===== config.mk =====
export PLATFORM = sky130hd
export DESIGN_NAME = json_string_utf8_to_utf16_top
export DESIGN_NICKNAME = d
export VERILOG_FILES = /design/src/design/jsu8_pkg.sv /design/src/design/jsu8_front.sv /design/src/design/jsu8_fifo.sv /design/src/design/jsu8_back.sv /design/src/design/json_string_utf8_to_utf16_top.sv
export SDC_FILE = /design/constraint.sdc
export NUM_CORES = 1
export LEC_CHECK = 0
export BUFFER_PORTS_ARGS = -buffer_cell sky130_fd_sc_hd__buf_2
export CAP_MARGIN = 20
export CORE_UTILIZATION = 65
export DETAILED_ROUTE_END_ITERATION = 8
export HOLD_SLACK_MARGIN = 0.05
export PLACE_DENSITY = 0.84
export SETUP_SLACK_MARGIN = 0.02
export SLEW_MARGIN = 5
export SYNTH_ARGS = -nofsm -noshare
export SYNTH_HDL_FRONTEND = slang
export SYNTH_HIERARCHICAL = 1
export SYNTH_SLANG_ARGS = --single-unit

===== constraint.sdc =====
create_clock -name clk_i -period 5.84 [get_ports clk_i]
set_clock_uncertainty 0.15 [all_clocks]
set_input_delay 1.168 -clock clk_i [delete_from_list [all_inputs] [get_ports clk_i]]
set_output_delay 1.168 -clock clk_i [all_outputs]
set_load 0.1 [all_outputs]

===== src/design/jsu8_pkg.sv =====
`timescale 1ns / 1ps
package jsu8_pkg;

  // Result kinds as seen on the result port
  typedef enum logic [1:0] {
    KIND_UNIT  = 2'd0,
    KIND_ERROR = 2'd1,
    KIND_END   = 2'd2
  } kind_e;

  // Work handed from the decoder to the result stage
  typedef enum logic [1:0] {
    OP_UNIT  = 2'd0,
    OP_PAIR  = 2'd1,
    OP_ERROR = 2'd2,
    OP_END   = 2'd3
  } op_e;

  typedef struct packed {
    op_e         op;
    logic [20:0] value;
  } op_t;

  // Escape sequence progress
  typedef enum logic [2:0] {
    ESC_NONE  = 3'd0,
    ESC_START = 3'd1,
    ESC_U     = 3'd2,
    ESC_ZERO1 = 3'd3,
    ESC_ZERO2 = 3'd4,
    ESC_HEX1  = 3'd5
  } esc_e;

  localparam logic [7:0]  CH_QUOTE     = 8'h22;
  localparam logic [7:0]  CH_BACKSLASH = 8'h5c;
  localparam logic [7:0]  CH_B         = 8'h62;
  localparam logic [7:0]  CH_F         = 8'h66;
  localparam logic [7:0]  CH_N         = 8'h6e;
  localparam logic [7:0]  CH_R         = 8'h72;
  localparam logic [7:0]  CH_T         = 8'h74;
  localparam logic [7:0]  CH_U         = 8'h75;
  localparam logic [7:0]  CH_ZERO      = 8'h30;
  localparam logic [7:0]  LEAD_E0      = 8'he0;
  localparam logic [7:0]  LEAD_ED      = 8'hed;
  localparam logic [7:0]  LEAD_F0      = 8'hf0;
  localparam logic [7:0]  LEAD_F4      = 8'hf4;
  localparam logic [7:0]  CONT_A0      = 8'ha0;
  localparam logic [7:0]  CONT_90      = 8'h90;
  localparam logic [7:0]  CONT_8F      = 8'h8f;
  localparam logic [20:0] SUPP_BASE    = 21'h010000;
  localparam logic [15:0] HIGH_BASE    = 16'hd800;
  localparam logic [15:0] LOW_BASE     = 16'hdc00;

endpackage


===== src/design/jsu8_front.sv =====
`timescale 1ns / 1ps
module jsu8_front import jsu8_pkg::*; (
  input  logic       clk_i,
  input  logic       rst_ni,
  input  logic       accept_i,
  input  logic [7:0] data_byte_i,
  input  logic       end_of_string_i,
  output logic       op_valid_o,
  output op_t        op_o
);

  logic [20:0] acc_q, acc_d;
  logic [1:0]  left_q, left_d;
  logic [7:0]  lead_q, lead_d;
  esc_e        esc_q, esc_d;
  logic [3:0]  hex_q, hex_d;
  logic        err_q, err_d;

  // Lower-case hex digit value; bit 4 set when not a digit
  function automatic logic [4:0] hex_digit(input logic [7:0] b);
    logic [4:0] r;
    r = 5'h10;
    if (b >= 8'h30 && b <= 8'h39) r = {1'b0, b[3:0]};
    else if (b >= 8'h61 && b <= 8'h66) r = {1'b0, b[3:0] + 4'd9};
    return r;
  endfunction

  // Decode one byte against the current sequence state
  always_comb begin
    logic       fail;
    logic [4:0] d;
    logic [7:0] b;
    b          = data_byte_i;
    fail       = 1'b0;
    d          = hex_digit(b);
    acc_d      = acc_q;
    left_d     = left_q;
    lead_d     = lead_q;
    esc_d      = esc_q;
    hex_d      = hex_q;
    err_d      = err_q;
    op_valid_o = 1'b0;
    op_o       = '{op: OP_UNIT, value: '0};

    if (end_of_string_i) begin
      op_valid_o = 1'b1;
      op_o.op    = (!err_q && (left_q != 2'd0 || esc_q != ESC_NONE)) ? OP_ERROR : OP_END;
      acc_d      = '0;
      left_d     = '0;
      lead_d     = '0;
      esc_d      = ESC_NONE;
      hex_d      = '0;
      err_d      = 1'b0;
    end else if (err_q) begin
      // drop bytes until the end marker
    end else if (esc_q != ESC_NONE) begin
      case (esc_q)
        ESC_START: begin
          esc_d      = ESC_NONE;
          op_valid_o = 1'b1;
          case (b)
            CH_QUOTE:     op_o.value = 21'h22;
            CH_BACKSLASH: op_o.value = 21'h5c;
            CH_B:         op_o.value = 21'h08;
            CH_F:         op_o.value = 21'h0c;
            CH_N:         op_o.value = 21'h0a;
            CH_R:         op_o.value = 21'h0d;
            CH_T:         op_o.value = 21'h09;
            CH_U: begin
              op_valid_o = 1'b0;
              esc_d      = ESC_U;
            end
            default: fail = 1'b1;
          endcase
        end
        ESC_U, ESC_ZERO1: begin
          if (b != CH_ZERO) fail = 1'b1;
          else esc_d = (esc_q == ESC_U) ? ESC_ZERO1 : ESC_ZERO2;
        end
        ESC_ZERO2: begin
          if (d[4]) fail = 1'b1;
          else begin
            hex_d = d[3:0];
            esc_d = ESC_HEX1;
          end
        end
        default: begin
          if (d[4]) fail = 1'b1;
          else begin
            esc_d      = ESC_NONE;
            hex_d      = '0;
            op_valid_o = 1'b1;
            op_o.value = {13'd0, hex_q, d[3:0]};
          end
        end
      endcase
    end else if (left_q != 2'd0) begin
      if (b[7:6] != 2'b10) fail = 1'b1;
      else if ((lead_q == LEAD_E0 && b < CONT_A0) ||
               (lead_q == LEAD_ED && b >= CONT_A0) ||
               (lead_q == LEAD_F0 && b < CONT_90) ||
               (lead_q == LEAD_F4 && b > CONT_8F)) fail = 1'b1;
      else begin
        lead_d = '0;
        acc_d  = {acc_q[14:0], b[5:0]};
        left_d = left_q - 2'd1;
        if (left_q == 2'd1) begin
          op_valid_o = 1'b1;
          op_o.op    = (acc_d[20:16] == 5'd0) ? OP_UNIT : OP_PAIR;
          op_o.value = acc_d;
        end
      end
    end else if (b == CH_BACKSLASH) begin
      esc_d = ESC_START;
    end else if (!b[7]) begin
      op_valid_o = 1'b1;
      op_o.value = {13'd0, b};
    end else if (b >= 8'hc2 && b <= 8'hdf) begin
      acc_d  = {16'd0, b[4:0]};
      left_d = 2'd1;
      lead_d = b;
    end else if (b >= 8'he0 && b <= 8'hef) begin
      acc_d  = {17'd0, b[3:0]};
      left_d = 2'd2;
      lead_d = b;
    end else if (b >= 8'hf0 && b <= LEAD_F4) begin
      acc_d  = {18'd0, b[2:0]};
      left_d = 2'd3;
      lead_d = b;
    end else begin
      fail = 1'b1;
    end

    // report one error and clear the sequence state
    if (fail) begin
      acc_d      = '0;
      left_d     = '0;
      lead_d     = '0;
      esc_d      = ESC_NONE;
      hex_d      = '0;
      err_d      = 1'b1;
      op_valid_o = 1'b1;
      op_o       = '{op: OP_ERROR, value: '0};
    end
  end

  // Advance state on each transfer
  always_ff @(posedge clk_i or negedge rst_ni) begin
    if (!rst_ni) begin
      acc_q  <= '0;
      left_q <= '0;
      lead_q <= '0;
      esc_q  <= ESC_NONE;
      hex_q  <= '0;
      err_q  <= 1'b0;
    end else if (accept_i) begin
      acc_q  <= acc_d;
      left_q <= left_d;
      lead_q <= lead_d;
      esc_q  <= esc_d;
      hex_q  <= hex_d;
      err_q  <= err_d;
    end
  end

endmodule


===== src/design/jsu8_fifo.sv =====
`timescale 1ns / 1ps
module jsu8_fifo import jsu8_pkg::*; #(
  parameter int Depth = 4
) (
  input  logic clk_i,
  input  logic rst_ni,
  input  logic push_i,
  input  op_t  wdata_i,
  output logic full_o,
  input  logic pop_i,
  output logic empty_o,
  output op_t  rdata_o
);

  localparam int AW = (Depth > 1) ? $clog2(Depth) : 1;
  localparam int CW = $clog2(Depth + 1);

  op_t           mem_q [Depth];
  logic [AW-1:0] wr_q, rd_q;
  logic [CW-1:0] cnt_q;
  logic          do_push, do_pop;

  assign full_o  = (cnt_q == CW'(Depth));
  assign empty_o = (cnt_q == '0);
  assign do_push = push_i && !full_o;
  assign do_pop  = pop_i && !empty_o;
  assign rdata_o = mem_q[rd_q];

  // Hold entries
  always_ff @(posedge clk_i) begin
    if (do_push) mem_q[wr_q] <= wdata_i;
  end

  // Advance pointers and count
  always_ff @(posedge clk_i or negedge rst_ni) begin
    if (!rst_ni) begin
      wr_q  <= '0;
      rd_q  <= '0;
      cnt_q <= '0;
    end else begin
      if (do_push) wr_q <= (wr_q == AW'(Depth - 1)) ? '0 : wr_q + AW'(1);
      if (do_pop)  rd_q <= (rd_q == AW'(Depth - 1)) ? '0 : rd_q + AW'(1);
      if (do_push && !do_pop) cnt_q <= cnt_q + CW'(1);
      else if (do_pop && !do_push) cnt_q <= cnt_q - CW'(1);
    end
  end

endmodule


===== src/design/jsu8_back.sv =====
`timescale 1ns / 1ps
module jsu8_back import jsu8_pkg::*; (
  input  logic        clk_i,
  input  logic        rst_ni,
  input  logic        op_empty_i,
  input  op_t         op_i,
  output logic        op_pop_o,
  output logic        empty_o,
  input  logic        pop_i,
  output logic [15:0] code_unit_o,
  output logic [1:0]  kind_o,
  output logic        last_o
);

  logic        valid_q;
  logic [15:0] unit_q;
  kind_e       kind_q;
  logic        last_q;
  logic        pend_q;
  logic [15:0] low_q;
  logic        out_free;
  logic [20:0] offs;

  assign out_free = !valid_q || pop_i;
  assign op_pop_o = out_free && !pend_q && !op_empty_i;
  assign offs     = op_i.value - SUPP_BASE;

  // Control of the result register
  always_ff @(posedge clk_i or negedge rst_ni) begin
    if (!rst_ni) begin
      valid_q <= 1'b0;
      pend_q  <= 1'b0;
    end else if (out_free) begin
      if (pend_q) begin
        valid_q <= 1'b1;
        pend_q  <= 1'b0;
      end else begin
        valid_q <= !op_empty_i;
        pend_q  <= !op_empty_i && (op_i.op == OP_PAIR);
      end
    end
  end

  // Load the result payload; split a supplementary point into two units
  always_ff @(posedge clk_i) begin
    if (out_free) begin
      if (pend_q) begin
        unit_q <= low_q;
        kind_q <= KIND_UNIT;
        last_q <= 1'b1;
      end else if (!op_empty_i) begin
        low_q <= LOW_BASE + {6'd0, offs[9:0]};
        case (op_i.op)
          OP_UNIT: begin
            unit_q <= op_i.value[15:0];
            kind_q <= KIND_UNIT;
            last_q <= 1'b1;
          end
          OP_PAIR: begin
            unit_q <= HIGH_BASE + {6'd0, offs[19:10]};
            kind_q <= KIND_UNIT;
            last_q <= 1'b0;
          end
          OP_ERROR: begin
            unit_q <= '0;
            kind_q <= KIND_ERROR;
            last_q <= 1'b1;
          end
          default: begin
            unit_q <= '0;
            kind_q <= KIND_END;
            last_q <= 1'b1;
          end
        endcase
      end
    end
  end

  assign empty_o     = !valid_q;
  assign code_unit_o = unit_q;
  assign kind_o      = kind_q;
  assign last_o      = last_q;

endmodule


===== src/design/json_string_utf8_to_utf16_top.sv =====
`timescale 1ns / 1ps
// JSON string body transcoder: one UTF-8 byte (or an end marker) per input
// transfer, UTF-16 code units, error and end results out. A new byte is
// taken every cycle while the internal op queue (QueueDepth entries) has
// room; the decoder finishes each byte in the cycle it is taken. Results
// leave through a one-entry output register at one per cycle while pop is
// held and work is queued, so a supplementary code point yields two results
// in a row (high then low surrogate); all other items produce at most one
// result. A result passes through an op queue entry, then the output register.
module json_string_utf8_to_utf16_top import jsu8_pkg::*; #(
  parameter int QueueDepth = 4
) (
  input  logic        clk_i,
  input  logic        rst_ni,
  input  logic        push,
  output logic        full,
  input  logic [7:0]  data_byte_i,
  input  logic        end_of_string_i,
  output logic        empty,
  input  logic        pop,
  output logic [15:0] code_unit_o,
  output logic [1:0]  kind_o,
  output logic        last_o
);

  logic accept;
  logic op_valid;
  op_t  op_in;
  op_t  op_out;
  logic op_empty;
  logic op_pop;

  assign accept = push && !full;

  jsu8_front u_front (
    .clk_i           (clk_i),
    .rst_ni          (rst_ni),
    .accept_i        (accept),
    .data_byte_i     (data_byte_i),
    .end_of_string_i (end_of_string_i),
    .op_valid_o      (op_valid),
    .op_o            (op_in)
  );

  jsu8_fifo #(
    .Depth (QueueDepth)
  ) u_fifo (
    .clk_i   (clk_i),
    .rst_ni  (rst_ni),
    .push_i  (accept && op_valid),
    .wdata_i (op_in),
    .full_o  (full),
    .pop_i   (op_pop),
    .empty_o (op_empty),
    .rdata_o (op_out)
  );

  jsu8_back u_back (
    .clk_i       (clk_i),
    .rst_ni      (rst_ni),
    .op_empty_i  (op_empty),
    .op_i        (op_out),
    .op_pop_o    (op_pop),
    .empty_o     (empty),
    .pop_i       (pop),
    .code_unit_o (code_unit_o),
    .kind_o      (kind_o),
    .last_o      (last_o)
  );

`ifndef ASSERT_OFF
  // Error and end results carry a zero code unit
  a_nonunit_zero: assert property (@(posedge clk_i) disable iff (!rst_ni)
    (!empty && kind_o != KIND_UNIT) |-> (code_unit_o == 16'd0))
    else $error("non-unit result with nonzero code unit");

  // A result that is not last is a high surrogate
  a_high_only: assert property (@(posedge clk_i) disable iff (!rst_ni)
    (!empty && !last_o) |-> (kind_o == KIND_UNIT && code_unit_o[15:10] == 6'b110110))
    else $error("non-final result is not a high surrogate");

  // A high surrogate transfer is followed by its low surrogate
  a_low_follows: assert property (@(posedge clk_i) disable iff (!rst_ni)
    (pop && !empty && !last_o) |=>
      (!empty && last_o && kind_o == KIND_UNIT && code_unit_o[15:10] == 6'b110111))
    else $error("low surrogate missing after high surrogate");
`endif

endmodule


==> results of run 1 <==
report_power, final:
group / switching [µW] / total (µW) / internal [µW]
clock: 441 / 1200 / 759
combinational: 1370 / 1960 / 592
sequential: 191 / 1800 / 1610
total: 2000 / 4970 / 2960
cell type report:
cell class	instances	area [µm²]	area share (%)
flip-flops and latches	159	4560	54.8
multi-input cells	311	2620	31.5
clock buffers	18	429	5.15
repair buffers	44	260	3.12
clock inverters	14	211	2.54
well taps	140	175	2.10
inverters	19	71.3	0.856
state kept, by name, summed over array words and instances, names as in the netlist, 2 cells and up:
| signal | cells |
|---|---|
| u_back/low_q | 10 |
| u_fifo/mem_q | 88 |
| u_front/acc_q | 15 |
| u_fifo/cnt_q | 3 |
| u_front/left_q | 2 |
| u_fifo/rd_q | 2 |
| u_front/esc_q | 3 |
| u_front/lead_q | 8 |
| u_front/hex_q | 4 |
| u_fifo/wr_q | 2 |
| u_back/kind_o | 2 |
| u_back/code_unit_o | 16 |
path summary, 6_finish.rpt:
check                                    endpoint         startpoint  slack (ns)  depth (start not counted)
min in group asynchronous         u_fifo/cnt_q[2]             rst_ni        0.49                          1
worst max register to register    u_fifo/cnt_q[2]   u_front/esc_q[0]        1.89                         14
worst min register to register  u_front/lead_q[7]  u_front/lead_q[7]        0.32                          1
worst max-delay path              u_fifo/cnt_q[2]     data_byte_i[1]        1.25                         18
max in group asynchronous       u_front/lead_q[1]             rst_ni        4.57                          2
worst min-delay path            u_front/lead_q[7]  u_front/lead_q[7]        0.32                          1
per-layer routing:
layer	share of wire (%)	vias up	global-route usage, %
met5	0	-	0
met4	3.2	0	15.3
met3	6.4	50	7.23
met2	51	241	52.7
met1	39	2350	38.6
li1	-	2072	-
placed cells by master (no fill, tap or decap), types with 3 or more instances in the layout:
cell type,count
a22oi_1,4
a21oi_1,14
clkinv_2,4
o31ai_2,3
o21ai_0,6
xnor2_1,3
a21o_1,4
and2_1,20
nand4_1,3
inv_6,3
a31oi_1,4
o21bai_1,3
buf_4,10
ha_1,11
mux2_2,3
nor3_1,14
mux2i_1,9
edfxtp_1,117
o21ai_2,9
o21ai_1,6
nand2b_1,5
inv_2,3
nor4_1,4
a22o_1,22
nor2_1,31
buf_2,33
o22ai_1,3
nand3_1,4
dfrtp_1,42
nor3b_1,3
bufinv_16,5
xor2_1,3
mux2_1,3
inv_1,16
clkbuf_16,17
mux4_2,22
nand2_1,31
and3_1,5
nor2b_1,5
metrics by stage:
| stage | total power, µW | cells |
|---|---|---|
| CTS | 4970 | 704 |
| detailed placement | 3720 | 672 |
| floorplan | 3360 | 517 |
| global placement | 3620 | 672 |
| finish | 4970 | 705 |
| global route | 5170 | 705 |
==> flow_metrics.py, run 1 <==
metrics = {
    "timing": {
        "fmax_mhz": 218,
        "period_minus_slack_ns": 4.59,
        "relSlewSlack_pct": 37.9,
        "worst_slew_pin_slew_ns": 0.931,
        "period_share_pct": 78.6,
        "setup_viol": 0,
        "holdWs_ns": 0.323,
        "slew_viol_final": 0,
        "worst_slack_ns": 1.25,
        "finalSetupTns_ns": 0,
        "hold_viol_final": 0,
        "rsz0062_at_grt": "false",
    },
    "pwr": {
        "ir_worst_vdd_mv": 0.591,
        "power.density_nw_per_um2": 596,
        "power.leakage_uw": 0.00320,
    },
    "synth": {
        "syn_inst": 517,
        "syn-num-nets": 542,
        "syn_avg_cell_area_um2": 14.5,
        "synth_area_um2": 7480,
        "synth_warnings": 6,
    },
    "die": {
        "fp.dieH_um": 109,
        "initial_core_util_pct": 67.8,
        "dieArea_um2": 11900,
        "num_rows": 38,
        "core_um2": 11000,
        "die_w_um": 109,
        "io_pins": 34,
    },
    "clock_tree": {
        "post-cts-setup-buffers": 0,
        "cts.clk_slew.worst_paths_ns": 0.06,
        "cts_tree": "built",
        "ctsLongestPathBuffers": 2,
        "cts_hold_buf": 0,
        "clock_latency_ns": 0.42,
        "clockRootBuffer": "clkbuf_16",
        "cts.sinks": 159,
        "cts_inserted_buffers": 17,
        "postCtsResizedCells": 0,
        "cts_max_level": 4,
    },
    "worst_setup_path": {
        "cp_num_buf_inv": 4,
        "endpoint_kind": "register",
        "critPathKind": "in2reg",
        "worst-path-max-fanout": 10,
        "cpPeakStageDelay_ns": 0.48,
        "critical_path.cell_chain": "buf_2 > inv_1 > ha_1 > or4b_1 > nand4_2 > o21ai_2 > o221ai_4 > o221ai_4 > inv_2 > a21o_1 > and3b_1 > nor2b_4 > ha_1 > inv_1 > fa_1 > xor2_1 > nor2_1 > xor2_1",
        "crit_path_top_delay_cell": "or4b_1",
        "critical-path-top-delay-family": "simple AND/OR/NAND/NOR gates",
        "cp-start-kind": "input pin",
        "required_ns": 6.04,
        "cp.arrival_ns": 4.79,
    },
    "global_route": {
        "grt_pass1_vias": 4700,
        "grt_pass1_wl_mm": 26.4,
        "grt_usage_pct": 31.5,
        "grt_max_degree": 43,
        "grt_overflow": 0,
        "antenna_found_initial": 0,
    },
    "run": {
        "maxCapViolCount": 0,
    },
    "route": {
        "drtIter0Drc": 535,
        "wirelength_mm": 17.1,
        "avgViaCountPerCell": 6.69,
        "drtAntennaViolNets": 0,
        "drt_first_pass_iters": 5,
        "drc": 0,
        "routedWlPerCell_um": 24.2,
        "vias": 4713,
    },
    "cells_and_area": {
        "area_growth_pct": 11.4,
        "finalNetCount": 577,
        "fill_cells": 665,
        "antennaDiodeCount": 0,
        "drive_gt1_share_pct": 24.2,
        "post-route-util_pct": 75.5,
        "final_cell_area_um2": 8330,
    },
    "min_path": {
        "min_path_type": "reg2reg",
    },
    "placement": {
        "postPlaceCellArea_um2": 7670,
        "hpwl_mm": 11.2,
        "gp_congestion": 0.984,
        "pre_cts_ws_ns": 0.960,
        "io_buffers": 33,
    },
    "run_status": {
        "outcome": "finished, final reports clean",
    },
}
(Power assumes the default switching activity.)
==> inputs of run 2 (changes only) <==
--- a/config.mk
+++ b/config.mk
@@ -7,10 +7,10 @@
 export LEC_CHECK = 0
 export BUFFER_PORTS_ARGS = -buffer_cell sky130_fd_sc_hd__buf_2
 export CAP_MARGIN = 20
-export CORE_UTILIZATION = 65
+export CORE_UTILIZATION = 56
 export DETAILED_ROUTE_END_ITERATION = 8
 export HOLD_SLACK_MARGIN = 0.05
-export PLACE_DENSITY = 0.84
+export PLACE_DENSITY = 0.76
 export SETUP_SLACK_MARGIN = 0.02
 export SLEW_MARGIN = 5
 export SYNTH_ARGS = -nofsm -noshare
==> constraint.sdc (replaced) <==
create_clock -name clk_i -period 3.9 [get_ports clk_i]
set_clock_uncertainty 0.15 [all_clocks]
set_input_delay 0.78 -clock clk_i [delete_from_list [all_inputs] [get_ports clk_i]]
set_output_delay 0.78 -clock clk_i [all_outputs]
set_load 0.1 [all_outputs]
==> run 2 against run 1 <==
  * Power up 46%
  * Highest routed layer unchanged
  * Largest cell class unchanged
  * Clock-buffer cell count shrank 1
  * Critical path depth shrank 2
==> flow_metrics.py, run 2 (synthesis gave the netlist of run 1 again) <==
metrics = {
    "run_status": {
        "outcome": "finished, final reports clean",
    },
    "clock_tree": {
        "cts.sinks": 159,
        "cts_inserted_buffers": 17,
        "clock_latency_ns": 0.42,
        "cts_max_level": 4,
        "cts_tree": "built",
        "ctsLongestPathBuffers": 2,
        "clockRootBuffer": "clkbuf_16",
        "cts.clk_slew.worst_paths_ns": 0.06,
        "postCtsResizedCells": 0,
    },
    "die": {
        "die_w_um": 118,
        "core_um2": 12800,
        "num_rows": 41,
        "io_pins": 34,
        "dieArea_um2": 13800,
        "fp.dieH_um": 118,
        "initial_core_util_pct": 58.3,
    },
    "timing": {
        "rsz0062_at_grt": "false",
        "worst_slew_pin_slew_ns": 0.848,
        "period_share_pct": 95.3,
        "relSlewSlack_pct": 42.0,
        "period_minus_slack_ns": 3.72,
        "slew_viol_final": 0,
        "fmax_mhz": 269,
        "hold_viol_final": 0,
        "worst_slack_ns": 0.182,
        "setup_viol": 0,
    },
    "worst_setup_path": {
        "endpoint_kind": "register",
        "worst-path-max-fanout": 6,
        "cpPeakStageDelay_ns": 0.43,
        "critPathKind": "in2reg",
        "cp.arrival_ns": 3.87,
        "required_ns": 4.06,
        "cp-start-kind": "input pin",
        "critical_path.cell_chain": "buf_2 > inv_1 > ha_2 > nand2_1 > a2111oi_2 > a311o_2 > o221ai_4 > o221ai_4 > inv_2 > a21o_1 > and3b_1 > nor2b_4 > ha_2 > inv_1 > fa_1 > mux2_2",
        "reg2reg_depth": 15,
        "reg2reg_slack_ns": 0.38,
        "crit_path_top_delay_cell": "a2111oi_2",
    },
    "min_path": {
        "min_path_type": "reg2reg",
        "hold_depth": 1,
    },
    "route": {
        "drtAntennaViolNets": 0,
        "routedWlPerCell_um": 20.2,
        "drt_first_pass_iters": 5,
        "wirelength_mm": 15.7,
        "avgViaCountPerCell": 6.02,
        "vias": 4657,
        "drtIter0Drc": 326,
        "drc": 0,
    },
    "placement": {
        "gp_congestion": 0.898,
        "io_buffers": 33,
        "pre_cts_ws_ns": -0.152,
        "hpwl_mm": 10.9,
    },
    "cells_and_area": {
        "antennaDiodeCount": 0,
        "area_growth_pct": 15.9,
        "drive_gt1_share_pct": 29.2,
        "finalNetCount": 614,
        "post-route-util_pct": 67.6,
        "fill_cells": 889,
        "max_flop_register": "u_fifo/mem_q",
        "final_common_cell": "edfxtp_1",
        "layout_common_cells": "edfxtp_1 (117), dfrtp_1 (42), buf_4 (40)",
        "largest_register_ffs": 88,
    },
    "global_route": {
        "grt_pass1_wl_mm": 25.2,
        "grt_overflow": 0,
        "antenna_found_initial": 0,
        "grt_pass1_vias": 4764,
        "grt_usage_pct": 24.3,
        "grt_max_degree": 43,
    },
    "pwr": {
        "ir_worst_vdd_mv": 0.342,
        "power.leakage_uw": 0.00336,
        "finalPower_uw": 7260,
        "power.density_nw_per_um2": 837,
    },
    "run": {
        "maxCapViolCount": 0,
    },
}
-- run 2: power by group --
part           internal (µW)  total [µW]  switching (µW)
Combinational            985        3000            2010
Clock                    898        1600             703
Sequential              2410        2660             249
Total                   4290        7260            2970
-- run 2: what timing repair did --
action                                 in CTS  in global routing
endpoints found under the hold margin       0                  4
hold buffers                                0                  1
setup buffers                               0                  0
setup endpoints to repair                   0                  0
-- run 2: cell type report --
type,count,area [µm²],share of cell area [%]
Multi-Input combinational cell,311,2630,30.3
Sequential cell,159,4560,52.6
Tap cell,172,215,2.48
Clock inverter,15,151,1.75
Clock buffer,17,425,4.91
Timing Repair Buffer,81,616,7.10
Inverter,19,71.3,0.823
-- run 2: worst paths after layout --
path                                     end              start
max                          u_fifo/cnt_q[1]     data_byte_i[1]
min                        u_front/lead_q[6]  u_front/lead_q[6]
max in group asynchronous  u_front/lead_q[1]             rst_ni
min in group asynchronous   u_front/esc_q[0]             rst_ni
max reg2reg                  u_fifo/cnt_q[2]   u_front/esc_q[1]
min reg2reg                u_front/lead_q[6]  u_front/lead_q[6]
-- run 2: per-layer routing --
metal | global-route usage [%] | vias to the layer above | routed length [µm]
met5 | 0 | - | 0
met4 | 13.3 | 0 | 553
met3 | 4.51 | 41 | 623
met2 | 40.2 | 140 | 7870
met1 | 30.4 | 2332 | 6620
li1 | - | 2144 | -
-- run 2: through the flow --
stage / setup TNS, ns / instances / hold slack [ns] / cell area (µm²)
5_1_grt: 0 / 774 / 0.355 / 8670
3_5_place_dp: -0.263 / 740 / 0.313 / 8060
4_1_cts: 0 / 772 / 0.328 / 8640
2_1_floorplan: 0 / 517 / 0.292 / 7480
6_report: 0 / 774 / 0.329 / 8670
3_3_place_gp: -0.162 / 740 / 0.304 / 8060
-- run 2: critical path: cells and delay by family --
kind	cells	cell delay, ns
compound gates	5	1.20
fa+ha+maj	3	0.88
simple gates	3	0.39
buf+inv	4	0.33
mux	1	0.28
